==> src/rtl/gsfp_pkg.sv <==
`timescale 1ns / 1ps

package gsfp_pkg;

    // Marker characters
    localparam logic [7:0] CHAR_LT = 8'h3C;  // '<'
    localparam logic [7:0] CHAR_I  = 8'h49;  // 'I'
    localparam logic [7:0] CHAR_D  = 8'h44;  // 'D'

    // Info bytes skipped after the start marker
    localparam int INFO_BYTES = 5;

    // Bytes removed from the front of a frame with a bad header
    localparam int DROP_BYTES = 7;

    // Ring store: a power of two, at least the largest frame
    localparam int STORE_SLOTS = 64;
    localparam int ADDR_W      = $clog2(STORE_SLOTS);

    // Idle tick counter and timeout register
    localparam int              TICK_W        = 24;
    localparam logic [TICK_W-1:0] TICK_MAX    = {TICK_W{1'b1}};
    localparam logic [TICK_W-1:0] TIMEOUT_RST = 24'd2000;

    // Result kinds
    typedef enum logic [1:0] {
        KIND_CHAN    = 2'd0,
        KIND_RESYNC  = 2'd1,
        KIND_TIMEOUT = 2'd2
    } t_kind;

    // Store read address selection
    typedef enum logic [2:0] {
        RD_HDR0,
        RD_HDR1,
        RD_HI,
        RD_LO,
        RD_HI_NEXT
    } t_rd_sel;

    // Commands from controller to datapath
    typedef struct packed {
        logic    enter_read;
        logic    wr_byte;
        logic    tick;
        logic    ch_clr;
        logic    ch_inc;
        logic    rd_en;
        t_rd_sel rd_sel;
        logic    hdr0_latch;
        logic    hi_latch;
        logic    drop;
        logic    frame_done;
        logic    load_out;
        t_kind   out_kind;
    } t_cmd;

    // Status from datapath to controller
    typedef struct packed {
        logic frame_full;
        logic tout_hit;
        logic hdr_ok;
        logic ch_last;
        logic slot_free;
    } t_sts;

endpackage

==> src/rtl/gsfp_in_if.sv <==
`timescale 1ns / 1ps

interface gsfp_in_if;
    logic       valid;
    logic       ready;
    logic       op;
    logic [7:0] rx_byte;

    modport source (output valid, output op, output rx_byte, input ready);
    modport sink   (input valid, input op, input rx_byte, output ready);
endinterface

==> src/rtl/gsfp_out_if.sv <==
`timescale 1ns / 1ps

interface gsfp_out_if;
    logic        valid;
    logic        ready;
    logic [1:0]  kind;
    logic [3:0]  channel_index;
    logic [15:0] channel_value;
    logic        last;

    modport source (output valid, output kind, output channel_index,
                    output channel_value, output last, input ready);
    modport sink   (input valid, input kind, input channel_index,
                    input channel_value, input last, output ready);
endinterface

==> src/rtl/gsfp_datapath.sv <==
`timescale 1ns / 1ps

module gsfp_datapath
    import gsfp_pkg::*;
#(
    parameter int FRAME_BYTES   = 36,
    parameter int CHANNEL_COUNT = 16
) (
    input  logic              i_clk,
    input  logic              i_rst_n,
    input  logic              i_cfg_we,
    input  logic [TICK_W-1:0] i_cfg_data,
    input  logic [7:0]        i_rx_byte,
    input  t_cmd              i_cmd,
    output t_sts              o_sts,
    gsfp_out_if.source        o_out
);

    localparam int HELD_W = $clog2(FRAME_BYTES);
    localparam int CH_W   = (CHANNEL_COUNT > 1) ? $clog2(CHANNEL_COUNT) : 1;

    logic [7:0]        r_mem [STORE_SLOTS];
    logic [7:0]        r_rdata;
    logic [ADDR_W-1:0] r_base;
    logic [HELD_W-1:0] r_held;
    logic [TICK_W-1:0] r_idle;
    logic [TICK_W-1:0] r_timeout;
    logic [CH_W-1:0]   r_ch;
    logic              r_hdr0_ok;
    logic [7:0]        r_hi;
    logic              r_out_valid;
    t_kind             r_out_kind;
    logic [3:0]        r_out_index;
    logic [15:0]       r_out_value;
    logic              r_out_last;

    logic [ADDR_W-1:0] wr_addr;
    logic [ADDR_W-1:0] rd_offset;
    logic [ADDR_W-1:0] rd_addr;
    logic [ADDR_W-1:0] ch_x2;

    // Ring addressing: logical byte i sits at base + i
    assign wr_addr = r_base + ADDR_W'(r_held);
    assign ch_x2   = ADDR_W'(r_ch) << 1;

    always_comb begin
        case (i_cmd.rd_sel)
            RD_HDR0:    rd_offset = '0;
            RD_HDR1:    rd_offset = ADDR_W'(1);
            RD_HI:      rd_offset = ch_x2 + ADDR_W'(2);
            RD_LO:      rd_offset = ch_x2 + ADDR_W'(3);
            RD_HI_NEXT: rd_offset = ch_x2 + ADDR_W'(4);
            default:    rd_offset = '0;
        endcase
    end

    assign rd_addr = r_base + rd_offset;

    // Store write port
    always_ff @(posedge i_clk) begin
        if (i_cmd.wr_byte) begin
            r_mem[wr_addr] <= i_rx_byte;
        end
    end

    // Store read port, data held until the next read
    always_ff @(posedge i_clk) begin
        if (i_cmd.rd_en) begin
            r_rdata <= r_mem[rd_addr];
        end
    end

    // Frame bookkeeping, idle counter and timeout register
    always_ff @(posedge i_clk) begin
        if (!i_rst_n) begin
            r_base    <= '0;
            r_held    <= '0;
            r_idle    <= '0;
            r_timeout <= TIMEOUT_RST;
            r_ch      <= '0;
        end else begin
            if (i_cfg_we) begin
                r_timeout <= i_cfg_data;
            end

            if (i_cmd.enter_read) begin
                r_held <= '0;
                r_idle <= '0;
            end else if (i_cmd.wr_byte) begin
                if (r_held == '0) begin
                    r_idle <= '0;
                end
                if (!o_sts.frame_full) begin
                    r_held <= r_held + HELD_W'(1);
                end
            end else if (i_cmd.tick) begin
                if (r_idle != TICK_MAX) begin
                    r_idle <= r_idle + TICK_W'(1);
                end
            end else if (i_cmd.drop) begin
                r_base <= r_base + ADDR_W'(DROP_BYTES);
                r_held <= HELD_W'(FRAME_BYTES - DROP_BYTES);
            end else if (i_cmd.frame_done) begin
                r_held <= '0;
            end

            if (i_cmd.ch_clr) begin
                r_ch <= '0;
            end else if (i_cmd.ch_inc) begin
                r_ch <= r_ch + CH_W'(1);
            end
        end
    end

    // Latch header first byte and channel high byte
    always_ff @(posedge i_clk) begin
        if (i_cmd.hdr0_latch) begin
            r_hdr0_ok <= (r_rdata == CHAR_LT);
        end
        if (i_cmd.hi_latch) begin
            r_hi <= r_rdata;
        end
    end

    // Output register: load a result, drop it once transferred
    always_ff @(posedge i_clk) begin
        if (!i_rst_n) begin
            r_out_valid <= 1'b0;
        end else if (i_cmd.load_out) begin
            r_out_valid <= 1'b1;
        end else if (o_out.ready) begin
            r_out_valid <= 1'b0;
        end
    end

    always_ff @(posedge i_clk) begin
        if (i_cmd.load_out) begin
            r_out_kind <= i_cmd.out_kind;
            if (i_cmd.out_kind == KIND_CHAN) begin
                r_out_index <= 4'(r_ch);
                r_out_value <= {r_hi, r_rdata};
                r_out_last  <= o_sts.ch_last;
            end else begin
                r_out_index <= '0;
                r_out_value <= '0;
                r_out_last  <= 1'b1;
            end
        end
    end

    // Status
    assign o_sts.frame_full = (r_held == HELD_W'(FRAME_BYTES - 1));
    // Saturating increment exceeds the limit
    assign o_sts.tout_hit   = (r_idle != TICK_MAX) ? (r_idle >= r_timeout)
                                                   : (r_timeout != TICK_MAX);
    assign o_sts.hdr_ok     = r_hdr0_ok && (r_rdata == CHAR_D);
    assign o_sts.ch_last    = (r_ch == CH_W'(CHANNEL_COUNT - 1));
    assign o_sts.slot_free  = !r_out_valid || o_out.ready;

    assign o_out.valid         = r_out_valid;
    assign o_out.kind          = r_out_kind;
    assign o_out.channel_index = r_out_index;
    assign o_out.channel_value = r_out_value;
    assign o_out.last          = r_out_last;

endmodule

==> src/rtl/gsfp_ctrl.sv <==
`timescale 1ns / 1ps

module gsfp_ctrl
    import gsfp_pkg::*;
(
    input  logic       i_clk,
    input  logic       i_rst_n,
    input  logic       i_valid,
    input  logic       i_op,
    input  logic [7:0] i_rx_byte,
    input  t_sts       i_sts,
    output logic       o_ready,
    output t_cmd       o_cmd
);

    typedef enum logic [3:0] {
        ST_HUNT,
        ST_LT,
        ST_SKIP,
        ST_READ,
        ST_HDR0,
        ST_HDR1,
        ST_CHECK,
        ST_CH_LO,
        ST_CH_PUT,
        ST_RESYNC,
        ST_TOUT
    } t_state;

    t_state     r_state, n_state;
    logic [2:0] r_skip, n_skip;
    logic       r_ready;
    logic       accept;

    assign accept  = i_valid && r_ready;
    assign o_ready = r_ready;

    // Decode inputs and sequence the frame readout
    always_comb begin
        n_state        = r_state;
        n_skip         = r_skip;
        o_cmd          = '0;
        o_cmd.rd_sel   = RD_HDR0;
        o_cmd.out_kind = KIND_CHAN;
        case (r_state)
            ST_HUNT: begin
                if (accept && !i_op && i_rx_byte == CHAR_LT) begin
                    n_state = ST_LT;
                end
            end
            ST_LT: begin
                if (accept && !i_op) begin
                    if (i_rx_byte == CHAR_I) begin
                        n_state = ST_SKIP;
                        n_skip  = '0;
                    end else begin
                        n_state = ST_HUNT;
                    end
                end
            end
            ST_SKIP: begin
                if (accept && !i_op) begin
                    if (r_skip == 3'(INFO_BYTES - 1)) begin
                        n_skip           = '0;
                        n_state          = ST_READ;
                        o_cmd.enter_read = 1'b1;
                    end else begin
                        n_skip = r_skip + 3'd1;
                    end
                end
            end
            ST_READ: begin
                if (accept) begin
                    if (i_op) begin
                        o_cmd.tick = 1'b1;
                        if (i_sts.tout_hit) begin
                            n_state = ST_TOUT;
                        end
                    end else begin
                        o_cmd.wr_byte = 1'b1;
                        if (i_sts.frame_full) begin
                            n_state = ST_HDR0;
                        end
                    end
                end
            end
            ST_HDR0: begin
                o_cmd.rd_en  = 1'b1;
                o_cmd.rd_sel = RD_HDR0;
                o_cmd.ch_clr = 1'b1;
                n_state      = ST_HDR1;
            end
            ST_HDR1: begin
                o_cmd.rd_en      = 1'b1;
                o_cmd.rd_sel     = RD_HDR1;
                o_cmd.hdr0_latch = 1'b1;
                n_state          = ST_CHECK;
            end
            ST_CHECK: begin
                if (i_sts.hdr_ok) begin
                    o_cmd.rd_en  = 1'b1;
                    o_cmd.rd_sel = RD_HI;
                    n_state      = ST_CH_LO;
                end else begin
                    o_cmd.drop = 1'b1;
                    n_state    = ST_RESYNC;
                end
            end
            ST_CH_LO: begin
                o_cmd.rd_en    = 1'b1;
                o_cmd.rd_sel   = RD_LO;
                o_cmd.hi_latch = 1'b1;
                n_state        = ST_CH_PUT;
            end
            ST_CH_PUT: begin
                // Hold the low byte until the output register frees up
                if (i_sts.slot_free) begin
                    o_cmd.load_out = 1'b1;
                    o_cmd.out_kind = KIND_CHAN;
                    if (i_sts.ch_last) begin
                        o_cmd.frame_done = 1'b1;
                        n_state          = ST_READ;
                    end else begin
                        o_cmd.ch_inc = 1'b1;
                        o_cmd.rd_en  = 1'b1;
                        o_cmd.rd_sel = RD_HI_NEXT;
                        n_state      = ST_CH_LO;
                    end
                end
            end
            ST_RESYNC: begin
                if (i_sts.slot_free) begin
                    o_cmd.load_out = 1'b1;
                    o_cmd.out_kind = KIND_RESYNC;
                    n_state        = ST_READ;
                end
            end
            ST_TOUT: begin
                if (i_sts.slot_free) begin
                    o_cmd.load_out = 1'b1;
                    o_cmd.out_kind = KIND_TIMEOUT;
                    n_state        = ST_HUNT;
                end
            end
            default: begin
                n_state = ST_HUNT;
            end
        endcase
    end

    // Hold state, skip count and the registered ready
    always_ff @(posedge i_clk) begin
        if (!i_rst_n) begin
            r_state <= ST_HUNT;
            r_skip  <= '0;
            r_ready <= 1'b0;
        end else begin
            r_state <= n_state;
            r_skip  <= n_skip;
            r_ready <= (n_state inside {ST_HUNT, ST_LT, ST_SKIP, ST_READ});
        end
    end

endmodule

==> src/rtl/glove_sensor_frame_parser.sv <==
`timescale 1ns / 1ps

// Glove sensor frame parser.
// i_in carries one item per transfer: op 0 is a received serial byte in
// rx_byte, op 1 is one time tick. o_out carries results: channel values
// (kind 0, last set on the final channel), a resync status after a bad
// frame header (kind 1) and a timeout status (kind 2). The timeout limit
// is to be written through i_cfg_we / i_cfg_data while the block is idle;
// the block does not enforce this. A byte or tick that completes nothing
// keeps the block ready; a tick that times out loads its status once the
// output register is free. A byte that fills the frame stops intake for a
// readout of the 64-byte ring store through its single registered read
// port: header check in HDR0, HDR1, CHECK, then CH_LO and CH_PUT per
// channel; a bad header drops the frame front and loads a resync status.
// The output register lets a new item be taken while a result still waits;
// a stalled receiver holds the readout at the next result.
// Reset (synchronous, active low) returns to hunting for the start marker,
// empties the frame and restores the timeout limit to 2000 ticks.

module glove_sensor_frame_parser
    import gsfp_pkg::*;
#(
    parameter int FRAME_BYTES   = 36,
    parameter int CHANNEL_COUNT = 16
) (
    input  logic              i_clk,
    input  logic              i_rst_n,
    input  logic              i_cfg_we,
    input  logic [TICK_W-1:0] i_cfg_data,
    gsfp_in_if.sink           i_in,
    gsfp_out_if.source        o_out
);

    t_cmd cmd;
    t_sts sts;

    gsfp_ctrl u_ctrl (
        .i_clk     (i_clk),
        .i_rst_n   (i_rst_n),
        .i_valid   (i_in.valid),
        .i_op      (i_in.op),
        .i_rx_byte (i_in.rx_byte),
        .i_sts     (sts),
        .o_ready   (i_in.ready),
        .o_cmd     (cmd)
    );

    gsfp_datapath #(
        .FRAME_BYTES   (FRAME_BYTES),
        .CHANNEL_COUNT (CHANNEL_COUNT)
    ) u_datapath (
        .i_clk      (i_clk),
        .i_rst_n    (i_rst_n),
        .i_cfg_we   (i_cfg_we),
        .i_cfg_data (i_cfg_data),
        .i_rx_byte  (i_in.rx_byte),
        .i_cmd      (cmd),
        .o_sts      (sts),
        .o_out      (o_out)
    );

endmodule

==> src/flat_wrapper.sv <==
// flat-port wrapper written by rule: the top's interface ports become plain ports
module glove_sensor_frame_parser_flat import gsfp_pkg::*;
#(
    parameter int FRAME_BYTES   = 36,
    parameter int CHANNEL_COUNT = 16
)
  (i_clk, i_rst_n, i_cfg_we, i_cfg_data, i_in_valid, i_in_op, i_in_rx_byte, i_in_ready, o_out_valid, o_out_kind, o_out_channel_index, o_out_channel_value, o_out_last, o_out_ready);
  gsfp_in_if i_in_i ();
  gsfp_out_if o_out_i ();
  input  logic i_clk;
  input  logic i_rst_n;
  input  logic i_cfg_we;
  input  logic [TICK_W-1:0] i_cfg_data;
  input wire logic [$bits(i_in_i.valid)-1:0] i_in_valid;
  input wire logic [$bits(i_in_i.op)-1:0] i_in_op;
  input wire logic [$bits(i_in_i.rx_byte)-1:0] i_in_rx_byte;
  output wire logic [$bits(i_in_i.ready)-1:0] i_in_ready;
  output wire logic [$bits(o_out_i.valid)-1:0] o_out_valid;
  output wire logic [$bits(o_out_i.kind)-1:0] o_out_kind;
  output wire logic [$bits(o_out_i.channel_index)-1:0] o_out_channel_index;
  output wire logic [$bits(o_out_i.channel_value)-1:0] o_out_channel_value;
  output wire logic [$bits(o_out_i.last)-1:0] o_out_last;
  input wire logic [$bits(o_out_i.ready)-1:0] o_out_ready;
  assign i_in_i.valid = i_in_valid;
  assign i_in_i.op = i_in_op;
  assign i_in_i.rx_byte = i_in_rx_byte;
  assign i_in_ready = i_in_i.ready;
  assign o_out_valid = o_out_i.valid;
  assign o_out_kind = o_out_i.kind;
  assign o_out_channel_index = o_out_i.channel_index;
  assign o_out_channel_value = o_out_i.channel_value;
  assign o_out_last = o_out_i.last;
  assign o_out_i.ready = o_out_ready;
  glove_sensor_frame_parser #(.FRAME_BYTES(FRAME_BYTES), .CHANNEL_COUNT(CHANNEL_COUNT)) u_core (.i_clk(i_clk), .i_rst_n(i_rst_n), .i_cfg_we(i_cfg_we), .i_cfg_data(i_cfg_data), .i_in(i_in_i), .o_out(o_out_i));
endmodule
==> config.mk <==
export PLATFORM = sky130hd
export DESIGN_NAME = glove_sensor_frame_parser_flat
export DESIGN_NICKNAME = d
export VERILOG_FILES = /design/src/rtl/gsfp_pkg.sv /design/src/rtl/gsfp_in_if.sv /design/src/rtl/gsfp_out_if.sv /design/src/rtl/gsfp_datapath.sv /design/src/rtl/gsfp_ctrl.sv /design/src/rtl/glove_sensor_frame_parser.sv /design/src/flat_wrapper.sv
export SDC_FILE = /design/constraint.sdc
export NUM_CORES = 1
export LEC_CHECK = 0
export BUFFER_PORTS_ARGS = -buffer_cell sky130_fd_sc_hd__clkbuf_2
export CAP_MARGIN = 20
export CORE_MARGIN = 3
export CORE_UTILIZATION = 60
export CTS_CLUSTER_DIAMETER = 30
export DETAILED_ROUTE_END_ITERATION = 16
export GPL_ROUTABILITY_DRIVEN = 0
export HOLD_SLACK_MARGIN = 0.12
export PLACE_DENSITY = 0.77
export SETUP_SLACK_MARGIN = 0.02
export SYNTH_ARGS = -nofsm -noshare
export SYNTH_HDL_FRONTEND = slang
export SYNTH_SLANG_ARGS = --single-unit
==> constraint.sdc <==
create_clock -name i_clk -period 5.15 [get_ports i_clk]
set_clock_uncertainty 0.15 [all_clocks]
set_input_delay 0.2575 -clock i_clk [delete_from_list [all_inputs] [get_ports i_clk]]
set_output_delay 0.2575 -clock i_clk [all_outputs]
set_load 0.02 [all_outputs]
* After elaboration in Yosys (flattened, before gate mapping) *
Memories as Yosys holds them, arrays and structs flattened. A register that Yosys moved wholly into a read port is not among the register bits.
Cells that the tools add are included.

storage, ports and cells
  memory bits (read-only) = 0
  output and inout port bits = 25
  memories kept = 1
  input port bits = 38
  logic and storage cells = 144
  latch bits = 0
  bits in writable memories = 512
  register bits = 105

memories
  memory                   words  bits a word  read ports  clocked after memory_dff  write ports  RTL line             text
  u_core.u_datapath.r_mem  64     8            1           1                         1            gsfp_datapath.sv:22  logic [7:0] r_mem [STORE_SLOTS];

operators by class
  shifts and indexed selects = 0
  magnitude comparators = 1
  div/mod/pow operators = 0
  multipliers = 0
  add/sub/neg operators = 10
  reductions and logical operators = 23
  bitwise logic cells = 4
  mux-type cells = 58
  equality and inequality tests = 32

operator list
  kind                                                                   number
  24-bit two-way mux                                                     4
  4-bit two-way mux                                                      14
  24-bit inequality test, second input constant                          2
  4-bit one-hot mux with 11 select lines                                 1
  6-bit two-way mux                                                      5
  24-bit by 1-bit adder with 24-bit output, second input constant        1
  24-bit >= comparator                                                   1
  6-bit one-hot mux with 4 select lines                                  1
  3-bit two-way mux                                                      7
  4-bit one-hot mux with 5 select lines                                  1
  1-bit two-way mux                                                      18
  4-bit by 2-bit equality test with 1-bit output, second input constant  4
  4-bit by 3-bit equality test with 1-bit output, second input constant  4
  4-bit equality test, second input constant                             4
  8-bit by 6-bit equality test with 1-bit output, second input constant  2
  8-bit by 7-bit equality test with 1-bit output, second input constant  2
  5-bit by 2-bit adder with 6-bit output, second input constant          2
  6-bit adder                                                            2
  5-bit two-way mux                                                      2
  2-bit inequality test, second input constant                           5
  3-bit one-hot mux with 3 select lines                                  1
  4-bit by 1-bit equality test with 1-bit output, second input constant  2
  4-bit zero test                                                        2
  4-bit AND reduction                                                    2
  other kinds (23)                                                       39

* Depth between registers and ports, before layout *
  word-level depth = 8
  gate-level depth with buffers = 16
  depth with buffers taken out = 14

* Cells and area by module *
Synthesis repeated with hierarchy kept, for this count alone.

second synthesis, totals
  cells, all modules = 1671
  area total of the unflattened synthesis = 26231.4 sq um

modules (own cells, without submodules)
  module         sequential area each (sq um)  times used  cells an instance  area each (sq um)
  gsfp_datapath  17877.1                       1           1562               25454.4
  gsfp_ctrl      160.2                         1           109                777.0

* Worst setup path before layout *
Ideal clock, no wire load.

  path type = reg2reg
  start = register u_core.u_datapath.r_ch[0]
  end = register u_core.u_datapath.r_rdata[5] (read register of u_core.u_datapath.r_mem), data pin
  stages on the path, launching flop included = 15
  path buffers = 3
  clock period less this slack = 3.741 ns
  setup slack = 1.409 ns
  data required time = 4.724 ns
  library setup time = 0.276 ns
  data arrival time = 3.315 ns
  cells stage by stage = dfxtp_1 -> ha_1 -> nand3_1 -> and4_1 -> clkbuf_1 -> nand2_1 -> o21ai_0 -> fa_1 -> clkbuf_1 -> clkbuf_1 -> mux4_2 -> nor2_1 -> nor2_1 -> o211ai_1 -> mux2i_1

on the way
  longest elaborated chain between the ends = 7
  elaborated cells on any way between the ends = 13
  those cells by class = add/sub (4); eq/ne (5); mux (4)

ends and longest elaborated chain
  element                                      RTL line              text
  start: declaration                           gsfp_datapath.sv:28   logic [CH_W-1:0] r_ch;
  start signal: assignment                     gsfp_datapath.sv:110  r_ch <= r_ch + CH_W'(1);
  4-bit equality test                          gsfp_datapath.sv:157  assign o_sts.ch_last = (r_ch == CH_W'(CHANNEL_COUNT - 1));
  5-bit two-way mux                            gsfp_ctrl.sv:120      if (i_sts.ch_last) begin
  5-bit two-way mux                            gsfp_ctrl.sv:117      if (i_sts.slot_free) begin
  4-bit one-hot mux with 5 select lines        gsfp_ctrl.sv:45       case (r_state)
  3-bit equality test (tied with other cells)  gsfp_datapath.sv:47   case (i_cmd.rd_sel)
  6-bit one-hot mux with 4 select lines        gsfp_datapath.sv:47
  6-bit adder                                  gsfp_datapath.sv:57   assign rd_addr = r_base + rd_offset;
  end: declaration                             gsfp_datapath.sv:23   logic [7:0] r_rdata;

Parallel ways exist; a longest one is shown, timed or not.
A chain may end at the register's enable or synchronous reset.

* Final worst setup path *
  start = register u_core.u_datapath.r_rdata[1] (read register of u_core.u_datapath.r_mem)
  end = register u_core.u_datapath.r_rdata[6] (read register of u_core.u_datapath.r_mem), data pin

on the way
  longest elaborated chain between the ends = 7
  elaborated cells on any way between the ends = 10
  those cells by class = add/sub (1); eq/ne (5); mux (3); reduce/logical (1)

ends and longest elaborated chain
  element                                           RTL line              text
  8-bit by 7-bit equality test with 1-bit output *  gsfp_datapath.sv:156  assign o_sts.hdr_ok = r_hdr0_ok && (r_rdata == CHAR_D);
  1-bit logical AND *                               gsfp_datapath.sv:156
  4-bit two-way mux *                               gsfp_ctrl.sv:100      if (i_sts.hdr_ok) begin
  4-bit one-hot mux with 5 select lines *           gsfp_ctrl.sv:45
  3-bit equality test (tied with other cells)       gsfp_datapath.sv:47
  6-bit one-hot mux with 4 select lines             gsfp_datapath.sv:47
  6-bit adder                                       gsfp_datapath.sv:57

Mark *: on every way between the ends. The rest lies on a longest branch, timed or not.

==> results.yml <==
die:
  die_area_sq_um: 45900
  die_y_um: 214
  initial_core_util_pct: 61.4
  coreArea_sq_um: 42400
  pin_count: 63
  die-width_um: 214
  row_count: 75
worst_hold_path:
  hold_path.class: "input pin to register"
  min_from: "i_in_rx_byte[0]"
  worstHoldEndpoint: "u_core.u_datapath.r_mem[21][0]"
  hold_depth: 2
clock_network:
  cts_buffers: 109
  clkSlewWorstSetupHoldPaths_ns: 0.05
  insertion_delay_ns: 0.65
  cts_buffer_depth: 3
  clock_sinks: 625
  root_buffer: "clkbuf_16"
  h-tree-depth: 3
  cts_tree: "done"
yosys:
  synth_edf_count: 552
  syn_area_sq_um: 26000
  synth_seq_area_share_pct: 69.3
  synth_nets: 1696
  synthArstFlopShare_pct: 0
  yosysWarnings: 0
  netlist_top_cells_area: "edfxtp_1 (64%), mux4_2 (11%), dfxtp_1 (5.6%)"
  synth_top_area_share_pct: 63.7
  postSynthAreaPerCell_sq_um: 16.1
  synthCells: 1614
  synth-main-ff-cell: "edfxtp_1"
  synth.distinct_cells: 64
  ys_ff_latch: 625
  synth_area_leader_cell: "edfxtp_1"
finish:
  final_cell_mix: "edfxtp_1 (552), nand2_1 (156), nor2_1 (141), mux4_2 (128), clkbuf_16 (111)"
  layout_commonest_cell: "edfxtp_1"
  num_antenna_cells: 0
  finalNetCount: 1865
  layout-drive-gt1-share_pct: 22.4
  stdcell_count: 2451
  area_growth_pct: 19.6
pwr:
  power_density_nw_per_um2: 412
  power.total_mw: 12.8
  ir_worst_vdd_uv: 349
  cellLeakagePower_nw: 10.6
sta:
  slew_violations: 0
  fin_setup_tns_ns: 0
  slew_headroom_pct: 31.5
  setup_viol: 0
  post-route-period-util_pct: 94.0
  clock.fmax_mhz: 207
  fin_crit_ns: 4.84
  hold_viol_final: 0
  worst_pin_slew_ns: 1.02
  rsz0062_at_grt: "no"
detailed_routing:
  finalWirelength_um: 62900
  drc: 0
  routedWlPerCell_um: 25.6
  dr.pass1.iters: 6
  first_iter_violations: 1968
  viasPerCell: 6.33
  antenna_left: 0
  num_vias: 15500
global_routing:
  grt_pass1_wl_um: 96800
  grt_pass1_vias: 15900
  track_usage_pct: 27.8
  antenna_found_initial: 0
  grt_max_degree: 67
  grt_overflow: 0
worst_setup_path:
  reg2reg_depth: 11
  required_ns: 5.48
  path_max_fanout: 26
  timing_worst_setup_path_type: "register to register"
  cp.arrival_ns: 5.17
  start_kind: "register"
  rr_endpoint: "u_core.u_datapath.r_rdata[6]"
  critPathCaptureType: "register"
  rr_startpoint: "u_core.u_datapath.r_rdata[1]"
  ff2ff_setup_slack_ns: 0.31
place:
  dp_hpwl_um: 36500
  place_inst: 2218
  portBuffers: 62
run_status:
  status: "finished clean"
run:
  cap_violations: 0
[worst max-delay path: stages (launching register included)]
cell	delay, ns
edfxtp_1	0.44
or4b_4	0.60
nor3_4	0.33
o211ai_1	0.23
o21ai_1	0.32
fa_4	0.89
buf_4	0.32
mux4_2	0.23
mux2i_1	0.09
a32oi_1	0.46
o211ai_1	0.36
mux2i_1	0.24
[logic make-up (layout without fill, tap and decap cells)]
kind of cell             after synthesis  after routing  synth area share, %
AND/OR/NAND/NOR                      486            486                 8.95
AO/OA/AOI/OAI                        137            137                 3.70
multiplexers                         172            172                 12.8
buffers and inverters                108            368                 1.64
adder cells (fa/ha/maj)               44             44                 2.17
XOR/XNOR                              42             42                 1.47
flip-flops                           625            625                 69.3
[layout make-up]
| type | instances | area, sq um |
|---|---|---|
| inverter | 42 | 158 |
| clock inverter | 75 | 808 |
| multi-input combinational | 881 | 7620 |
| timing repair buffer | 124 | 913 |
| fill | 2423 | 11300 |
| clock buffer | 127 | 2870 |
| tap | 577 | 722 |
| sequential | 625 | 18000 |
[through the flow]
step	cell area [sq um]	utilization, %	hold slack [ns]	setup slack [ns]
2_1_floorplan	26000	-	0.206	1.41
3_3_place_gp	27100	64.0	0.298	0.334
3_5_place_dp	27100	64.0	0.321	0.243
4_1_cts	31100	73.4	0.129	0.131
5_1_grt	31100	73.4	0.159	0.0966
6_report	31100	73.4	0.142	0.309
[worst max path at each step]
stage | from | end | slack, ns | cells after the start
global route | u_core.u_datapath.r_rdata[1] | u_core.u_datapath.r_rdata[1] | 0.1 | 11
CTS | u_core.u_datapath.r_rdata[1] | u_core.u_datapath.r_rdata[1] | 0.13 | 11
detailed placement | u_core.u_datapath.r_rdata[1] | u_core.u_datapath.r_rdata[1] | 0.24 | 11
finish | u_core.u_datapath.r_rdata[1] | u_core.u_datapath.r_rdata[6] | 0.31 | 11
floorplan | u_core.u_datapath.r_ch[0] | u_core.u_datapath.r_rdata[5] | 1.41 | 14
global placement | u_core.u_datapath.r_rdata[5] | u_core.u_datapath.r_rdata[4] | 0.33 | 11
[synth_stat cells (27+ instances only)]
master,n
inv_1,42
ha_1,42
nand4_1,30
nand3_1,38
a21oi_1,28
and2_1,32
clkbuf_1,45
nand2_1,156
mux2i_1,44
edfxtp_1,552
nor2_1,142
mux4_2,128
xor2_1,27
dfxtp_1,73
[repair_timing]
action                                 4_1_cts  5_1_grt
hold buffers                                30        0
setup endpoints to repair                    0        4
resized for setup                            0        1
endpoints found under the hold margin       60        0
buffers inserted                             0        0
[registers in the layout, indices dropped and copies added, names as in the netlist, 2 cells and up]
signal,flops
u_core.u_ctrl.r_skip,3
u_core.u_ctrl.r_state,4
u_core.u_datapath.o_out.channel_index,4
u_core.u_datapath.o_out.channel_value,16
u_core.u_datapath.o_out.kind,2
u_core.u_datapath.r_base,6
u_core.u_datapath.r_ch,4
u_core.u_datapath.r_held,6
u_core.u_datapath.r_hi,8
u_core.u_datapath.r_idle,24
u_core.u_datapath.r_mem,512
u_core.u_datapath.r_rdata,8
u_core.u_datapath.r_timeout,24
[power breakdown]
part	internal, mW	total, mW	switching (mW)
combinational	0.0534	0.173	0.119
clock	4.57	7.10	2.53
sequential	5.52	5.53	0.0107
total	10.1	12.8	2.66
[per-layer routing]
layer	vias to the layer above	part of all wire (%)	GRT usage (%)	wire length, um
li1	6670	-	-	-
met1	7757	38	38.3	24200
met2	938	49	44.4	30600
met3	153	9.2	5.75	5770
met4	0	3.8	10.8	2380
met5	-	0	0	0
No activity file was read; power rests on OpenSTA's default activity.
